===== src/design/crc_pkg.sv =====
// Shared constants for the coverage run caller: item codes, register indexes, reset values.
package crc_pkg;

	// Item kinds carried in the func field
	localparam logic FUNC_SEGMENT = 1'b0;
	localparam logic FUNC_FLUSH   = 1'b1;

	// Configuration register indexes
	localparam int CFG_IDX_BITS = 2;
	localparam logic [CFG_IDX_BITS-1:0] CFG_MIN_COUNT = 2'd0;
	localparam logic [CFG_IDX_BITS-1:0] CFG_MIN_SPAN  = 2'd1;
	localparam logic [CFG_IDX_BITS-1:0] CFG_MAX_GAP   = 2'd2;

	// Register values after reset
	localparam int MIN_COUNT_RST = 10;
	localparam int MIN_SPAN_RST  = 14;
	localparam int MAX_GAP_RST   = 44;

endpackage


===== src/design/crc_seg_if.sv =====
// Segment input channel: valid/ready handshake with one coverage segment or flush.
interface crc_seg_if #(
	parameter int POS_BITS    = 31,
	parameter int SEQ_ID_BITS = 16,
	parameter int COUNT_BITS  = 24
);
	logic                   valid;
	logic                   ready;
	logic                   func;
	logic [SEQ_ID_BITS-1:0] seq_id;
	logic [POS_BITS-1:0]    seg_start;
	logic [POS_BITS-1:0]    seg_end;
	logic [COUNT_BITS-1:0]  read_count;

	modport source (output valid, func, seq_id, seg_start, seg_end, read_count, input ready);
	modport sink   (input valid, func, seq_id, seg_start, seg_end, read_count, output ready);
endinterface


===== src/design/crc_run_if.sv =====
// Run output channel: valid/ready handshake with one emitted run.
interface crc_run_if #(
	parameter int POS_BITS    = 31,
	parameter int SEQ_ID_BITS = 16
);
	logic                   valid;
	logic                   ready;
	logic [SEQ_ID_BITS-1:0] run_seq_id;
	logic [POS_BITS-1:0]    run_first;
	logic [POS_BITS-1:0]    run_last;

	modport source (output valid, run_seq_id, run_first, run_last, input ready);
	modport sink   (input valid, run_seq_id, run_first, run_last, output ready);
endinterface


===== src/design/crc_cfg_if.sv =====
// Configuration write channel: valid/ready handshake with register index and data.
interface crc_cfg_if #(
	parameter int DATA_BITS = 31
);
	logic                               valid;
	logic                               ready;
	logic [crc_pkg::CFG_IDX_BITS-1:0]   index;
	logic [DATA_BITS-1:0]               data;

	modport source (output valid, index, data, input ready);
	modport sink   (input valid, index, data, output ready);
endinterface


===== src/design/coverage_run_caller.sv =====
// A run is loaded into the output register when the item that closes it advances out of the input register.
// Throughput: one item per cycle unless the run channel stalls; an item lands in the input register,
// and when it advances, the run state update and the output register load happen together.
// The input side stalls only while the input register holds an item and a waiting run is not taken.
// Reset (arst_n low, asynchronous) clears the run state and loads min_count 10, min_span 14,
// max_gap 44; no item is in flight afterwards.
module coverage_run_caller #(
	parameter int POS_BITS    = 31,
	parameter int SEQ_ID_BITS = 16,
	parameter int COUNT_BITS  = 24
) (
	input  logic       clk,
	input  logic       arst_n,
	crc_seg_if.sink    seg,
	crc_run_if.source  run,
	crc_cfg_if.sink    cfg
);

	localparam int DIFF_BITS = POS_BITS + 1;

	// Configuration registers
	logic [COUNT_BITS-1:0] min_count_q;
	logic [POS_BITS-1:0]   min_span_q;
	logic [POS_BITS-1:0]   max_gap_q;

	assign cfg.ready = 1'b1;

	always_ff @(posedge clk or negedge arst_n) begin
		if (!arst_n) begin
			min_count_q <= COUNT_BITS'(crc_pkg::MIN_COUNT_RST);
			min_span_q  <= POS_BITS'(crc_pkg::MIN_SPAN_RST);
			max_gap_q   <= POS_BITS'(crc_pkg::MAX_GAP_RST);
		end else if (cfg.valid && cfg.ready) begin
			unique case (cfg.index)
				crc_pkg::CFG_MIN_COUNT: min_count_q <= cfg.data[COUNT_BITS-1:0];
				crc_pkg::CFG_MIN_SPAN:  min_span_q  <= cfg.data[POS_BITS-1:0];
				crc_pkg::CFG_MAX_GAP:   max_gap_q   <= cfg.data[POS_BITS-1:0];
				default: ;
			endcase
		end
	end

	// Input register stage
	logic                   valid_s1;
	logic                   func_s1;
	logic [SEQ_ID_BITS-1:0] seq_s1;
	logic [POS_BITS-1:0]    start_s1;
	logic [POS_BITS-1:0]    end_s1;
	logic [COUNT_BITS-1:0]  count_s1;
	logic                   advance;
	logic                   seg_xfer;

	assign advance  = valid_s1 && (!run.valid || run.ready);
	assign seg.ready = !valid_s1 || advance;
	assign seg_xfer = seg.valid && seg.ready;

	always_ff @(posedge clk or negedge arst_n) begin
		if (!arst_n) begin
			valid_s1 <= 1'b0;
		end else if (seg_xfer) begin
			valid_s1 <= 1'b1;
		end else if (advance) begin
			valid_s1 <= 1'b0;
		end
	end

	always_ff @(posedge clk) begin
		if (seg_xfer) begin
			func_s1  <= seg.func;
			seq_s1   <= seg.seq_id;
			start_s1 <= seg.seg_start;
			end_s1   <= seg.seg_end;
			count_s1 <= seg.read_count;
		end
	end

	// Run state
	logic [SEQ_ID_BITS-1:0] last_seq_q;
	logic                   seen_any_q;
	logic                   in_run_q;
	logic [POS_BITS-1:0]    open_start_q;
	logic [POS_BITS-1:0]    open_end_q;

	// Signed span of the open run and gap from its end to the new segment
	logic signed [DIFF_BITS-1:0] span_diff;
	logic signed [DIFF_BITS-1:0] gap_diff;
	logic span_ok, gap_ok, qual, seq_change, run_cont, emit;

	assign span_diff  = $signed({1'b0, open_end_q}) - $signed({1'b0, open_start_q});
	assign gap_diff   = $signed({1'b0, start_s1}) - $signed({1'b0, open_end_q});
	assign span_ok    = in_run_q && (span_diff >= $signed({1'b0, min_span_q}));
	assign gap_ok     = gap_diff >= $signed({1'b0, max_gap_q});
	assign qual       = count_s1 >= min_count_q;
	assign seq_change = seen_any_q && (seq_s1 != last_seq_q);
	// open run survives the sequence check
	assign run_cont   = in_run_q && !seq_change;

	// The emitted run is always the open one, so only the condition differs by case
	always_comb begin
		if (func_s1 == crc_pkg::FUNC_FLUSH) begin
			emit = span_ok;
		end else begin
			emit = span_ok && (seq_change || (qual && gap_ok));
		end
	end

	always_ff @(posedge clk or negedge arst_n) begin
		if (!arst_n) begin
			last_seq_q   <= '0;
			seen_any_q   <= 1'b0;
			in_run_q     <= 1'b0;
			open_start_q <= '0;
			open_end_q   <= '0;
		end else if (advance) begin
			if (func_s1 == crc_pkg::FUNC_FLUSH) begin
				in_run_q   <= 1'b0;
				seen_any_q <= 1'b0;
			end else begin
				last_seq_q <= seq_s1;
				seen_any_q <= 1'b1;
				if (qual) begin
					in_run_q   <= 1'b1;
					open_end_q <= end_s1;
					if (!run_cont || gap_ok) begin
						open_start_q <= start_s1;
					end
				end else if (seq_change) begin
					in_run_q <= 1'b0;
				end
			end
		end
	end

	// Output register
	logic                   out_valid_q;
	logic [SEQ_ID_BITS-1:0] out_seq_q;
	logic [POS_BITS-1:0]    out_first_q;
	logic [POS_BITS-1:0]    out_last_q;

	always_ff @(posedge clk or negedge arst_n) begin
		if (!arst_n) begin
			out_valid_q <= 1'b0;
		end else if (advance) begin
			out_valid_q <= emit;
		end else if (run.ready) begin
			out_valid_q <= 1'b0;
		end
	end

	always_ff @(posedge clk) begin
		if (advance && emit) begin
			out_seq_q   <= last_seq_q;
			out_first_q <= open_start_q;
			out_last_q  <= open_end_q;
		end
	end

	assign run.valid      = out_valid_q;
	assign run.run_seq_id = out_seq_q;
	assign run.run_first  = out_first_q;
	assign run.run_last   = out_last_q;

	// An open run always belongs to a stream that has seen a segment
	a_run_needs_seen: assert property (@(posedge clk) disable iff (!arst_n)
		in_run_q |-> seen_any_q)
		else $error("open run without any segment seen");

	// A processed flush closes the stream
	a_flush_clears: assert property (@(posedge clk) disable iff (!arst_n)
		(advance && func_s1 == crc_pkg::FUNC_FLUSH) |=> (!in_run_q && !seen_any_q))
		else $error("flush left run state open");

	// A held input item keeps its contents
	a_s1_hold: assert property (@(posedge clk) disable iff (!arst_n)
		(valid_s1 && !advance) |=> (valid_s1 && $stable(func_s1) && $stable(seq_s1)
			&& $stable(start_s1) && $stable(end_s1) && $stable(count_s1)))
		else $error("stalled input register changed");

	// Input stalls only behind a blocked result
	a_stall_cause: assert property (@(posedge clk) disable iff (!arst_n)
		!seg.ready |-> (run.valid && !run.ready))
		else $error("input stalled without output back-pressure");

endmodule

===== src/flat_wrapper.sv =====
// flat-port wrapper written by rule: the top's interface ports become plain ports
module coverage_run_caller_flat 
#(
	parameter int POS_BITS    = 31,
	parameter int SEQ_ID_BITS = 16,
	parameter int COUNT_BITS  = 24
)
  (clk, arst_n, seg_valid, seg_func, seg_seq_id, seg_seg_start, seg_seg_end, seg_read_count, seg_ready, run_valid, run_run_seq_id, run_run_first, run_run_last, run_ready, cfg_valid, cfg_index, cfg_data, cfg_ready);
  crc_seg_if #(.POS_BITS(POS_BITS), .SEQ_ID_BITS(SEQ_ID_BITS), .COUNT_BITS(COUNT_BITS)) seg_i ();
  crc_run_if #(.POS_BITS(POS_BITS), .SEQ_ID_BITS(SEQ_ID_BITS)) run_i ();
  crc_cfg_if cfg_i ();
  input  logic clk;
  input  logic arst_n;
  input wire logic [$bits(seg_i.valid)-1:0] seg_valid;
  input wire logic [$bits(seg_i.func)-1:0] seg_func;
  input wire logic [$bits(seg_i.seq_id)-1:0] seg_seq_id;
  input wire logic [$bits(seg_i.seg_start)-1:0] seg_seg_start;
  input wire logic [$bits(seg_i.seg_end)-1:0] seg_seg_end;
  input wire logic [$bits(seg_i.read_count)-1:0] seg_read_count;
  output wire logic [$bits(seg_i.ready)-1:0] seg_ready;
  output wire logic [$bits(run_i.valid)-1:0] run_valid;
  output wire logic [$bits(run_i.run_seq_id)-1:0] run_run_seq_id;
  output wire logic [$bits(run_i.run_first)-1:0] run_run_first;
  output wire logic [$bits(run_i.run_last)-1:0] run_run_last;
  input wire logic [$bits(run_i.ready)-1:0] run_ready;
  input wire logic [$bits(cfg_i.valid)-1:0] cfg_valid;
  input wire logic [$bits(cfg_i.index)-1:0] cfg_index;
  input wire logic [$bits(cfg_i.data)-1:0] cfg_data;
  output wire logic [$bits(cfg_i.ready)-1:0] cfg_ready;
  assign seg_i.valid = seg_valid;
  assign seg_i.func = seg_func;
  assign seg_i.seq_id = seg_seq_id;
  assign seg_i.seg_start = seg_seg_start;
  assign seg_i.seg_end = seg_seg_end;
  assign seg_i.read_count = seg_read_count;
  assign seg_ready = seg_i.ready;
  assign run_valid = run_i.valid;
  assign run_run_seq_id = run_i.run_seq_id;
  assign run_run_first = run_i.run_first;
  assign run_run_last = run_i.run_last;
  assign run_i.ready = run_ready;
  assign cfg_i.valid = cfg_valid;
  assign cfg_i.index = cfg_index;
  assign cfg_i.data = cfg_data;
  assign cfg_ready = cfg_i.ready;
  coverage_run_caller #(.POS_BITS(POS_BITS), .SEQ_ID_BITS(SEQ_ID_BITS), .COUNT_BITS(COUNT_BITS)) u_core (.clk(clk), .arst_n(arst_n), .seg(seg_i), .run(run_i), .cfg(cfg_i));
endmodule

===== config.mk =====
export PLATFORM = sky130hd
export DESIGN_NAME = coverage_run_caller_flat
export DESIGN_NICKNAME = d
export VERILOG_FILES = /design/src/design/crc_pkg.sv /design/src/design/crc_seg_if.sv /design/src/design/crc_run_if.sv /design/src/design/crc_cfg_if.sv /design/src/design/coverage_run_caller.sv /design/src/flat_wrapper.sv
export SDC_FILE = /design/constraint.sdc
export NUM_CORES = 1
export LEC_CHECK = 0
export BUFFER_PORTS_ARGS = -buffer_cell sky130_fd_sc_hd__buf_2
export CAP_MARGIN = 20
export CORE_MARGIN = 8
export CORE_UTILIZATION = 53
export DETAILED_ROUTE_END_ITERATION = 8
export PLACE_DENSITY = 0.82
export SLEW_MARGIN = 20
export SYNTH_ARGS = -nofsm -noshare
export SYNTH_HDL_FRONTEND = slang
export SYNTH_SLANG_ARGS = --single-unit

===== constraint.sdc =====
create_clock -name clk -period 9.9 [get_ports clk]
set_input_delay 1.98 -clock clk [delete_from_list [all_inputs] [get_ports clk]]
set_output_delay 1.98 -clock clk [all_outputs]
set_load 0.01 [all_outputs]

==> reports/qor.yml <==
drt_first_pass_iters: 5
synthDistinctLibCells: 61
register_area_um2: 9650
drive_above_1_share: 0.247
wl_um: 40400
crit_path_max_fanout: 54
criticalPathCategory: "flip-flop to flip-flop"
cts_root_buf: "clkbuf_16"
postRouteAntennaNets: 0
initial_core_util: 0.540
ir_drop_mv: 0.170
cts_inserted_buffers: 38
grt_setup_unrepaired: "no"
die_h_um: 196
fmax_ghz: 0.151
power_frac_seq: 0.315
synth_xor_area_frac: 0.0318
wl_per_cell_um: 19.3
grt_overflow: 0
multiInputGateArea_um2: 6740
syn_avg_cell_area_um2: 12.2
clk_pin_slew_worst_paths_ps: 60
grt_pass1_wl_um: 63900
antenna_found_initial: 7
syn-cell-area_um2: 17100
min_period_ps: 6630
cts_setup_buffers: 0
grt_pass1_vias: 12053
cts_hold_buffers: 0
synth_compound_area_frac: 0.112
syn_inst: 1401
leakage_uw: 0.00897
tightest_slew_ps: 954
htree_levels: 2
maxSlewHeadroom: 0.364
setup_tns_ps: 0
p_clk_frac: 0.205
p_sw_frac: 0.390
setup_viol: 0
grt_use_total: 0.207
pre_cts_slack_ps: 3400
dieWidth_um: 196
critPathLaunchType: "flip-flop"
synth_async_sr_flop_share: 0.481
layout_setup_ws_ps: 3270
core_um2: 31600
num_vias: 11552
report.final.slew_viol_count: 0
vias_per_cell: 5.53
grt_max_degree: 97
synth_edf_count: 181
route.detailed.drc: 0
p_int_uw: 3990
hold_viol: 0
die_area_um2: 38200
synth_top_family_by_area: "compound AO/OA/AOI/OAI gates"
ios: 222
fin_util: 0.630
cts_buffer_depth: 3
synth-seq-cells: 349
place.gp.congestion: 0.878
rows: 65
cts.sinks: 349
endpoint_kind: "flip-flop"
netSwitchingPower_uw: 2550
syn_to_final_growth_pct: 16.6
ys_seq_area_frac: 0.565
status: "complete, no violations"
skew_ps: 17.9
clk-insertion-delay-late_ps: 530
yosysWarnings: 0
syn_nets: 1692
portBuffers: 220
synth_fa_ha_area_frac: 0.111
fillers: 2420
fin_nets: 1940
hpwlAfterDp_um: 29600
worstPathRequired_ps: 10040
critPathArrivalTime_ps: 6770
cts_resized: 0
synth_mux_area_frac: 0.0731
power.density_nw_per_um2: 328
yosys.area_share.simple: 0.0649
combPwrFrac: 0.480
max_cap_viol_count: 0
drt_iter0_markers: 670
cts_tree: "done"
hold_class: "flip-flop to flip-flop"
period_share: 0.669
synth-main-ff-cell: "edfxtp_1"
power groups by stage:
stage	Sequential [uW]	Clock, uW	Combinational [uW]
6_report	2060	1340	3130
5_1_grt	2090	1430	3510
4_1_cts	2060	1370	3100
3_5_place_dp	2080	0	3060
3_3_place_gp	2060	0	2960
2_1_floorplan	2040	0	2270
worst max-delay path, stage by stage, from the launching register on:
cell and delay, ps:
edfxtp_1 380, inv_1 70, ha_1 170, inv_1 60
fa_1 440, a211o_1 360, a21oi_1 330, o31ai_1 240
a2111oi_4 420, o21ai_1 180, a311oi_1 360, o31ai_1 140
a21oi_1 220, xnor2_1 90, ha_1 320, and4_1 190
nand4_1 120, nor3_1 200, a21oi_1 140, o41a_1 480
nor3_4 200, buf_4 370, buf_4 690
routing by layer:
layer	routed length, um	vias to the layer above	track usage
li1	-	5516	-
met1	18100	5598	0.276
met2	19100	356	0.342
met3	1830	82	0.0282
met4	1360	0	0.0783
met5	0	-	0
Yosys cell counts, drive strengths merged, types with 2 or more instances:
| library cell | instances | area [um^2] |
|---|---|---|
| nand4 | 16 | 100 |
| o2111ai | 2 | 17.5 |
| a2111oi | 3 | 63.8 |
| a221oi | 3 | 32.5 |
| o211ai | 6 | 50.1 |
| xor2 | 26 | 228 |
| buf | 10 | 52.6 |
| nor3b | 2 | 15.0 |
| o31ai | 7 | 52.6 |
| o21bai | 6 | 45.0 |
| a31oi | 2 | 12.5 |
| or3 | 3 | 18.8 |
| and3 | 6 | 37.5 |
| fa | 2 | 40.0 |
| mux2 | 110 | 1240 |
| and4 | 6 | 52.6 |
| clkbuf | 12 | 45.0 |
| nor2b | 9 | 56.3 |
| o31a | 3 | 26.3 |
| nand2b | 13 | 81.3 |
| and2 | 3 | 18.8 |
| a211oi | 10 | 75.1 |
| a21o | 48 | 360 |
| o21ai | 108 | 541 |
| dfrtp | 160 | 4000 |
| edfxtp | 181 | 5440 |
| a21boi | 4 | 30.0 |
| ha | 148 | 1850 |
| a211o | 2 | 17.5 |
| nand3b | 3 | 22.5 |
| nor4 | 2 | 12.5 |
| nand3 | 16 | 80.1 |
| nor3 | 14 | 75.1 |
| nand2 | 89 | 334 |
| xnor2 | 36 | 315 |
| dfstp | 8 | 210 |
| o21a | 10 | 75.1 |
| a21oi | 81 | 409 |
| nor2 | 48 | 180 |
| inv | 166 | 623 |
| o221ai | 3 | 26.3 |
| a41oi | 3 | 26.3 |
state kept, by name (all words and copies together) (netlist names):
register	count
u_core.run.run_seq_id	16
u_core.min_span_q	31
u_core.func_s1	1
u_core.max_gap_q	31
u_core.count_s1	24
u_core.seen_any_q	1
u_core.last_seq_q	16
u_core.seq_s1	16
u_core.run.valid	1
u_core.in_run_q	1
u_core.end_s1	31
u_core.start_s1	31
u_core.min_count_q	24
u_core.open_start_q	31
u_core.run.run_first	31
u_core.valid_s1	1
u_core.run.run_last	31
u_core.open_end_q	31
cell usage in the layout, fill, tap and decap left out, drive strengths merged, types with 3 or more instances in the layout:
cell type and instances:
o21bai 6, buf 230, a221oi 3, a41oi 3, ha 148, or3 3
mux2 110, diode 7, o31ai 7, a2111oi 3, inv 166, nand3b 3
nor2 48, a21o 48, nand3 16, edfxtp 181, and3 6, and2 3
nor2b 9, nand4 16, and4 6, nand2 89, clkbuf 55, dfrtp 160
xor2 26, nand2b 13, o21ai 108, a21boi 4, dfstp 8, o31a 3
clkinv 15, o221ai 3, nor3 14, a21oi 81, o21a 10, a211oi 10
o211ai 6, xnor2 36
per-stage QoR:
stage / power [uW] / instance area (um^2) / hold slack, ps / cells
floorplan: 4320 / 17100 / 426 / 1401
global placement: 5020 / 18700 / 441 / 2011
detailed placement: 5150 / 18700 / 438 / 2011
CTS: 6540 / 19900 / 460 / 2081
global route: 7030 / 19900 / 479 / 2088
finish: 6530 / 19900 / 458 / 2088
final cells by class:
| type | instances | share of cell area |
|---|---|---|
| Antenna cell | 7 | 0.000879 |
| Clock buffer | 55 | 0.0550 |
| Clock inverter | 15 | 0.00515 |
| Inverter | 166 | 0.0313 |
| Multi-Input combinational cell | 864 | 0.339 |
| Sequential cell | 349 | 0.484 |
| Tap cell | 402 | 0.0253 |
| Timing Repair Buffer | 230 | 0.0594 |
kinds of logic (layout without fill, tap and decap cells):
group / after synthesis / after routing
AO/OA/AOI/OAI: 307 / 307
buffers and inverters: 188 / 466
adder cells (fa/ha/maj): 150 / 150
AND/OR/NAND/NOR: 233 / 233
flip-flops: 349 / 349
other: 1 / 8
XOR/XNOR: 62 / 62
multiplexers: 111 / 111
worst paths after layout:
path	from	cells after the start	endpoint	slack (ps)
max	u_core.start_s1[0]$_DFFE_PP_	22	u_core.run.run_last[13]$_DFFE_PP_	3270
min	u_core.end_s1[12]$_DFFE_PP_	2	u_core.open_end_q[12]$_DFFE_PN0P_	460
max reg2reg	u_core.start_s1[0]$_DFFE_PP_	22	u_core.run.run_last[13]$_DFFE_PP_	3270
min reg2reg	u_core.end_s1[12]$_DFFE_PP_	2	u_core.open_end_q[12]$_DFFE_PN0P_	460
min in group asynchronous	arst_n	1	u_core.open_start_q[2]$_DFFE_PN0P_	1580
max in group asynchronous	arst_n	2	u_core.open_end_q[25]$_DFFE_PN0P_	6830
Power figures use the tool's default switching activity.
